--- src/design/s2bc_pkg.sv ---
`timescale 1ns / 1ps
package s2bc_pkg;

  localparam int unsigned RemW = 32;
  localparam int unsigned CntW = 12;

  localparam logic [RemW-1:0] DaySecs     = 32'd86400;
  localparam logic [RemW-1:0] HourSecs    = 32'd3600;
  localparam logic [RemW-1:0] MinSecs     = 32'd60;
  localparam logic [RemW-1:0] TenSecs     = 32'd10;
  localparam logic [RemW-1:0] YearSecs    = 32'd31536000;
  localparam logic [RemW-1:0] LeapYrSecs  = 32'd31622400;

  // year offset (bcd) at which the walk stops: 2245 - 2000
  localparam logic [CntW-1:0] LastYearBcd = 12'h245;
  // last month index, as bcd month number
  localparam logic [4:0]      DecBcd      = 5'h12;
  localparam logic [4:0]      FebBcd      = 5'h02;

  typedef struct packed {
    logic            fits;
    logic [RemW-1:0] diff;
  } sub_res_t;

  // three-digit bcd increment
  function automatic logic [CntW-1:0] bcd_inc(input logic [CntW-1:0] v);
    logic [CntW-1:0] r;
    r = v;
    if (v[3:0] == 4'd9) begin
      r[3:0] = 4'd0;
      if (v[7:4] == 4'd9) begin
        r[7:4]  = 4'd0;
        r[11:8] = v[11:8] + 4'd1;
      end else begin
        r[7:4] = v[7:4] + 4'd1;
      end
    end else begin
      r[3:0] = v[3:0] + 4'd1;
    end
    return r;
  endfunction

  // gregorian leap rule on a bcd offset from 2000 (2000 itself is leap)
  function automatic logic is_leap(input logic [CntW-1:0] v);
    logic [4:0] s;
    s = {v[7:4], 1'b0} + {1'b0, v[3:0]};
    return (s[1:0] == 2'd0) && (v != 12'h100) && (v != 12'h200);
  endfunction

  // month length in seconds, month given as bcd 1..12
  function automatic logic [RemW-1:0] month_secs(input logic [4:0] m, input logic leap);
    logic [RemW-1:0] r;
    case (m)
      5'h01, 5'h03, 5'h05, 5'h07, 5'h08, 5'h10, 5'h12: r = 32'd2678400;
      5'h04, 5'h06, 5'h09, 5'h11:                      r = 32'd2592000;
      FebBcd:  r = leap ? 32'd2505600 : 32'd2419200;
      default: r = 32'd2678400;
    endcase
    return r;
  endfunction

endpackage

--- src/design/s2bc_sub_unit.sv ---
`timescale 1ns / 1ps
module s2bc_sub_unit (
  input  logic [s2bc_pkg::RemW-1:0] minuend_i,
  input  logic [s2bc_pkg::RemW-1:0] subtrahend_i,
  output s2bc_pkg::sub_res_t        res_o
);
  import s2bc_pkg::*;

  logic [RemW:0] wide;

  // borrow out clear means the operand fits in the remainder
  assign wide       = {1'b0, minuend_i} - {1'b0, subtrahend_i};
  assign res_o.fits = ~wide[RemW];
  assign res_o.diff = wide[RemW-1:0];

endmodule

--- src/design/seconds_to_bcd_calendar_core.sv ---
`timescale 1ns / 1ps
// Converts a count of seconds since 2000-01-01 00:00:00 into a BCD calendar
// date and time of day (year offset from 2000, month, day, hour, minute,
// second). One item is worked at a time by a single 32-bit subtract and
// compare unit that a small sequencer steps through repeated subtraction of
// year lengths, month lengths, days, hours, minutes and tens of seconds,
// counting each phase directly in BCD. After the last phase the sequencer
// waits in a done state until the output register is free or being emptied,
// then loads the result. The input is ready again in the cycle after the
// load. The result sits in an output register, so the next item is taken
// while a finished result still waits on the output side.
module seconds_to_bcd_calendar_core (
  input  logic        clk_i,
  input  logic        rst_ni,
  input  logic        s_axis_tvalid,
  output logic        s_axis_tready,
  input  logic [31:0] s_axis_tdata,  // elapsed_seconds[31:0]
  output logic        m_axis_tvalid,
  input  logic        m_axis_tready,
  output logic [47:0] m_axis_tdata   // year_bcd[11:0], month_bcd[16:12], day_bcd[22:17],
                                     // hour_bcd[28:23], minute_bcd[35:29],
                                     // second_bcd[42:36], zero[47:43]
);
  import s2bc_pkg::*;

  // sequencer codes
  localparam logic [2:0] StIdle  = 3'd0;
  localparam logic [2:0] StYear  = 3'd1;
  localparam logic [2:0] StMonth = 3'd2;
  localparam logic [2:0] StDay   = 3'd3;
  localparam logic [2:0] StHour  = 3'd4;
  localparam logic [2:0] StMin   = 3'd5;
  localparam logic [2:0] StSec   = 3'd6;
  localparam logic [2:0] StDone  = 3'd7;

  logic [2:0]      state_q, state_d;
  logic            out_valid_q, out_valid_d;
  logic [RemW-1:0] rem_q, rem_d;       // seconds still to be placed
  logic [CntW-1:0] cnt_q, cnt_d;       // bcd count of the running phase
  logic [11:0]     year_q, year_d;
  logic [4:0]      month_q, month_d;
  logic [5:0]      day_q, day_d;
  logic [5:0]      hour_q, hour_d;
  logic [6:0]      min_q, min_d;
  logic [6:0]      sec_q, sec_d;
  logic [47:0]     out_q, out_d;
  logic            load;

  logic [RemW-1:0] operand;
  sub_res_t        sub;

  // operand for the shared subtractor, picked by phase
  always_comb begin
    case (state_q)
      StYear:  operand = is_leap(cnt_q) ? LeapYrSecs : YearSecs;
      StMonth: operand = month_secs(cnt_q[4:0], is_leap(year_q));
      StDay:   operand = DaySecs;
      StHour:  operand = HourSecs;
      StMin:   operand = MinSecs;
      StSec:   operand = TenSecs;
      default: operand = '0;
    endcase
  end

  s2bc_sub_unit u_sub (
    .minuend_i    (rem_q),
    .subtrahend_i (operand),
    .res_o        (sub)
  );

  always_comb begin
    state_d = state_q;
    rem_d   = rem_q;
    cnt_d   = cnt_q;
    year_d  = year_q;
    month_d = month_q;
    day_d   = day_q;
    hour_d  = hour_q;
    min_d   = min_q;
    sec_d   = sec_q;
    load    = 1'b0;
    case (state_q)
      StIdle: begin
        if (s_axis_tvalid) begin
          rem_d   = s_axis_tdata;
          cnt_d   = '0;
          state_d = StYear;
        end
      end
      StYear: begin
        // walk whole years; the bound is never reached by a 32-bit count
        if (sub.fits && (cnt_q != LastYearBcd)) begin
          rem_d = sub.diff;
          cnt_d = bcd_inc(cnt_q);
        end else begin
          year_d  = cnt_q;
          cnt_d   = 12'h001;
          state_d = StMonth;
        end
      end
      StMonth: begin
        // december takes whatever is left
        if (sub.fits && (cnt_q[4:0] != DecBcd)) begin
          rem_d = sub.diff;
          cnt_d = bcd_inc(cnt_q);
        end else begin
          month_d = cnt_q[4:0];
          cnt_d   = 12'h001;
          state_d = StDay;
        end
      end
      StDay: begin
        if (sub.fits) begin
          rem_d = sub.diff;
          cnt_d = bcd_inc(cnt_q);
        end else begin
          day_d   = cnt_q[5:0];
          cnt_d   = '0;
          state_d = StHour;
        end
      end
      StHour: begin
        if (sub.fits) begin
          rem_d = sub.diff;
          cnt_d = bcd_inc(cnt_q);
        end else begin
          hour_d  = cnt_q[5:0];
          cnt_d   = '0;
          state_d = StMin;
        end
      end
      StMin: begin
        if (sub.fits) begin
          rem_d = sub.diff;
          cnt_d = bcd_inc(cnt_q);
        end else begin
          min_d   = cnt_q[6:0];
          cnt_d   = '0;
          state_d = StSec;
        end
      end
      StSec: begin
        // count tens, the units digit is what remains below ten
        if (sub.fits) begin
          rem_d = sub.diff;
          cnt_d = bcd_inc(cnt_q);
        end else begin
          sec_d   = {cnt_q[2:0], rem_q[3:0]};
          state_d = StDone;
        end
      end
      StDone: begin
        // hand over once the output register is free or being emptied
        if (!out_valid_q || m_axis_tready) begin
          load    = 1'b1;
          state_d = StIdle;
        end
      end
      default: state_d = StIdle;
    endcase
  end

  assign out_valid_d = load | (out_valid_q & ~m_axis_tready);
  assign out_d = load ? {5'd0, sec_q, min_q, hour_q, day_q, month_q, year_q} : out_q;

  always_ff @(posedge clk_i or negedge rst_ni) begin
    if (!rst_ni) begin
      state_q     <= StIdle;
      out_valid_q <= 1'b0;
    end else begin
      state_q     <= state_d;
      out_valid_q <= out_valid_d;
    end
  end

  // payload, no reset needed
  always_ff @(posedge clk_i) begin
    rem_q   <= rem_d;
    cnt_q   <= cnt_d;
    year_q  <= year_d;
    month_q <= month_d;
    day_q   <= day_d;
    hour_q  <= hour_d;
    min_q   <= min_d;
    sec_q   <= sec_d;
    out_q   <= out_d;
  end

  assign s_axis_tready = (state_q == StIdle);
  assign m_axis_tvalid = out_valid_q;
  assign m_axis_tdata  = out_q;

endmodule

--- config.mk ---
export PLATFORM = sky130hd
export DESIGN_NAME = seconds_to_bcd_calendar_core
export DESIGN_NICKNAME = d
export VERILOG_FILES = /design/src/design/s2bc_pkg.sv /design/src/design/s2bc_sub_unit.sv /design/src/design/seconds_to_bcd_calendar_core.sv
export SDC_FILE = /design/constraint.sdc
export NUM_CORES = 1
export LEC_CHECK = 0
export BUFFER_PORTS_ARGS = -buffer_cell sky130_fd_sc_hd__buf_4
export CAP_MARGIN = 15
export CORE_MARGIN = 2
export CORE_UTILIZATION = 44
export DETAILED_ROUTE_END_ITERATION = 6
export PLACE_DENSITY_LB_ADDON = 0.25
export SLEW_MARGIN = 10
export SYNTH_ARGS = -nofsm -noshare
export SYNTH_HDL_FRONTEND = slang
export SYNTH_SLANG_ARGS = --single-unit
--- constraint.sdc ---
create_clock -name clk_i -period 6.8 [get_ports clk_i]
set_input_delay 1.7 -clock clk_i [delete_from_list [all_inputs] [get_ports clk_i]]
set_output_delay 1.7 -clock clk_i [all_outputs]
set_load 0.01 [all_outputs]
==> results.md <==
* TritonCTS clock tree: yes
* WL/cell at 15.9 microns
* Filler Cell Count at 1284
* # IOs at 86
* WP data required at 6.87 ns
* Synth area leader: edfxtp_1
* IO buf count at 80
* Worst Clk Skew at 0.00897 ns
* Crit-path cells: nor4_1, nand2_1, o41ai_1, a21oi_1, a21o_1, a211oi_1, ha_1, nand3_1, a211oi_1, a31oi_2, a21oi_2, o211ai_2, and2_4, o21ai_2, inv_1, nor3_2, buf_4
* Combinational power share at 46.5%
* # hold bufs at CTS at 0
* Aggregate routed wire length at 13300 microns
* HPWL Detailed at 9600 microns
* Largest net degree at the start of global routing at 66
* Reg2reg start: cnt_q[3]$_DFFE_PP_
* Post-synthesis register bit count at 134
* Top delay family on crit path: compound AO/OA/AOI/OAI gates
* Hold_ws at 0.417 ns
* Initial Util at 44.4%
* Num rows at 45
* Share of the synthesized area in the top cell type at 58.5%
* Die area at 0.0162 sq mm
* Post-synthesis cell type count at 74
* Post-synth top cells: 130 x edfxtp_1, 69 x nand2_1, 42 x nor2_1, 36 x o21ai_0, 28 x ha_1
* Fraction of the yosys area taken by sequential cells at 60.0%
* WHS Endpoint: m_axis_tdata[15]$_DFFE_PP_
* Skew-Pair Late Insertion Delay at 0.42 ns
* GR Overflow Total at 0
* Worst Tran Pin Value at 1.07 ns
* Final setup fails at 0
* Core area at 0.0150 sq mm
* FF-to-FF setup slack at 1.87 ns
* Final nets at 701
* Hold WC Path Type: reg2reg
* Share of cells above drive strength 1 at 21.9%
* Synth warnings at 0
* Total track usage at 17.0%
* Final period util at 72.4%
* Unrepaired setup endpoints after global routing: false
* Slowest cell on crit path: edfxtp_1
* Reg2Reg Depth at 17
* Critical Path AT at 5.00 ns
* Syn avg cell area at 12.1 sq um
* Antenna Violating Nets Remaining at 0
* Slew Limit Fails at 0
* Die Ht at 127 microns
* Max Root-Sink Buffers at 2
* R2r endpoint: rem_q[26]$_DFFE_PP_
* TritonRoute pass-1 iters at 4
* Crit Path Max Fanout at 31
* Endpoints failing hold at 0
* Most Frequent Cell on Critical Path: a211oi_1
* Largest family of logic cells by synthesized area: simple AND/OR/NAND/NOR gates
* WS Path Type: reg2reg
* Main flop type after synthesis: edfxtp_1
* CTS buffer count at 17
* Switching share of power at 39.7%
* Seq pwr share at 32.3%
* Vias per Instance at 5.36
* Rel. slew slack at 28.2%
* Switching power at 1.74 mW
* Worst-path clk slew at 0.06 ns
* Syn Std Cell Area at 0.00668 sq mm
* Max-cap viol count at 0
* Dominant cells by area after synthesis: edfxtp_1 58%, ha_1 5.2%, nand2_1 3.9%
* Setup bufs post-CTS at 0
* Worst Setup SP: cnt_q[3]$_DFFE_PP_
* VDD IR max at 0.315 mV
* Most common cell in the netlist: edfxtp_1
* Post-layout min period at 4.93 ns
* Post-Synth XOR/XNOR Area at 4.59%
* Clock root buffer: clkbuf_16
* Worst min-delay path startpoint: month_q[3]$_DFFE_PP_
* Pint at 2.63 mW
* Post-Synth Simple-Gate Area at 14.0%
* Hold Path Stages at 0
* Max incr delay on CP at 0.58 ns
* Pleak at 3.03 nW
* CTS resizes at 0
* DRT iter0 DRCs at 242
* Clock group share of total power at 21.2%
* Antenna cell count at 0
* Sequential cell area at 0.00400 sq mm
* Status: completed
* Vias in the first global route at 4408
* Antenna violations before repair at 0
* Fmax at 203 MHz
* Chip width at 127 microns
* Mux cell area share after synthesis at 0.468%
* Setup TNS at 0 ns
* Routed vias at 4478
* # DRC at 0
* Startpoint types: flop
* # clock sinks at 134
* P&R area growth vs syn at 20.9%
* Cell count after synthesis at 550
* FFs w/ async S/R, synth at 2.99%
* GP Congestion at 0.886
* Number of synthesized flops with an enable pin at 130
* Wire length of the first global-routing pass at 21600 microns
* Area share of fa/ha/maj cells after synthesis at 5.55%
* Worst setup EP type: flop
* Power Dens Cells at 541 mW/mm^2
* Multi-input gate area at 0.00253 sq mm
* Worst path bufs/invs at 2
* H-Tree Depth at 4
* Compound-cell area share of the yosys netlist at 12.9%
==> kinds of logic after synthesis <==
group | after synthesis
other cells | 1
fa+ha+maj | 29
flops | 134
buf+inv | 38
compound gates | 127
mux | 3
xor+xnor | 35
simple gates | 183
==> metrics by stage <==
stage / util, % / setup slack [ns] / cell area (sq um) / cells / power [mW]
2_1_floorplan: - / 0.775 / 6690 / 554 / 2.99
3_3_place_gp: 49.6 / 2.16 / 7450 / 804 / 3.39
3_5_place_dp: 49.6 / 1.97 / 7450 / 804 / 3.44
4_1_cts: 53.6 / 1.86 / 8050 / 835 / 4.39
5_1_grt: 53.7 / 1.40 / 8070 / 836 / 4.73
6_report: 53.7 / 1.87 / 8070 / 836 / 4.37
==> worst reg2reg max path, stage by stage, from the launching register on <==
cell and delay [ns]:
edfxtp_1 0.58, nor4_1 0.34, nand2_1 0.12, o41ai_1 0.41, a21oi_1 0.19, a21o_1 0.24
a211oi_1 0.22, ha_1 0.27, nand3_1 0.15, a211oi_1 0.29, a31oi_2 0.11, a21oi_2 0.23
o211ai_2 0.19, and2_4 0.23, o21ai_2 0.15, inv_1 0.24, nor3_2 0.21, buf_4 0.41
==> state kept, by name, indices dropped and copies added (netlist names) <==
register and flops:
m_axis_tdata 43, rem_q 32, cnt_q 12, year_q 12, min_q 7, sec_q 7, day_q 6, hour_q 6
month_q 5, state_q 3, m_axis_tvalid 1
==> cell usage in the layout, fill, tap and decap left out, drive strengths merged, types with 4 or more instances in the layout <==
| master | Yosys | final |
|---|---|---|
| o21ai | 45 | 45 |
| dfrtp | 4 | 4 |
| nor2 | 43 | 43 |
| a21oi | 31 | 31 |
| nor4 | 5 | 5 |
| nor3b | 4 | 4 |
| nand3 | 9 | 9 |
| conb | 1 | 5 |
| o21a | 5 | 5 |
| nand2 | 70 | 70 |
| nor2b | 8 | 8 |
| clkbuf | 13 | 18 |
| a31oi | 5 | 5 |
| ha | 28 | 28 |
| xor2 | 21 | 21 |
| a211oi | 5 | 5 |
| xnor2 | 14 | 14 |
| nor3 | 18 | 18 |
| edfxtp | 130 | 130 |
| and2 | 7 | 7 |
| buf | 6 | 82 |
| clkinv | 1 | 4 |
| inv | 18 | 23 |
| a21o | 8 | 8 |
==> layout make-up <==
| class | count | share of cell area (%) |
|---|---|---|
| well taps | 188 | 2.91 |
| flip-flops and latches | 134 | 49.6 |
| clock buffers | 18 | 5.32 |
| repair buffers | 82 | 7.78 |
| inverters | 19 | 0.883 |
| multi-input cells | 382 | 31.4 |
| clock inverters | 13 | 2.11 |
==> how the worst max path moves through the flow <==
stage / depth (start not counted) / to
finish: 17 / rem_q[26]$_DFFE_PP_
global route: 17 / rem_q[9]$_DFFE_PP_
CTS: 17 / rem_q[30]$_DFFE_PP_
detailed placement: 17 / rem_q[30]$_DFFE_PP_
global placement: 17 / rem_q[27]$_DFFE_PP_
floorplan: 17 / rem_q[10]$_DFFE_PP_
==> routing by layer <==
metal / up-vias / wire length (microns) / track usage (%) / share of wire [%]
met1: 2138 / 5950 / 22.1 / 45
met4: 0 / 235 / 6.53 / 1.8
met2: 114 / 6430 / 28.1 / 49
met3: 16 / 634 / 3.94 / 4.8
li1: 2210 / - / - / -
met5: - / 0 / 0 / 0
==> power groups by stage <==
stage / Sequential (mW) / Combinational [mW] / Clock [mW]
after detailed placement: 1.43 / 2.02 / 0
after global placement: 1.42 / 1.98 / 0
after floorplan: 1.35 / 1.64 / 0
after CTS: 1.41 / 2.04 / 0.945
after global routing: 1.43 / 2.31 / 0.981
final: 1.41 / 2.03 / 0.926
Power figures use the tool's default switching activity.
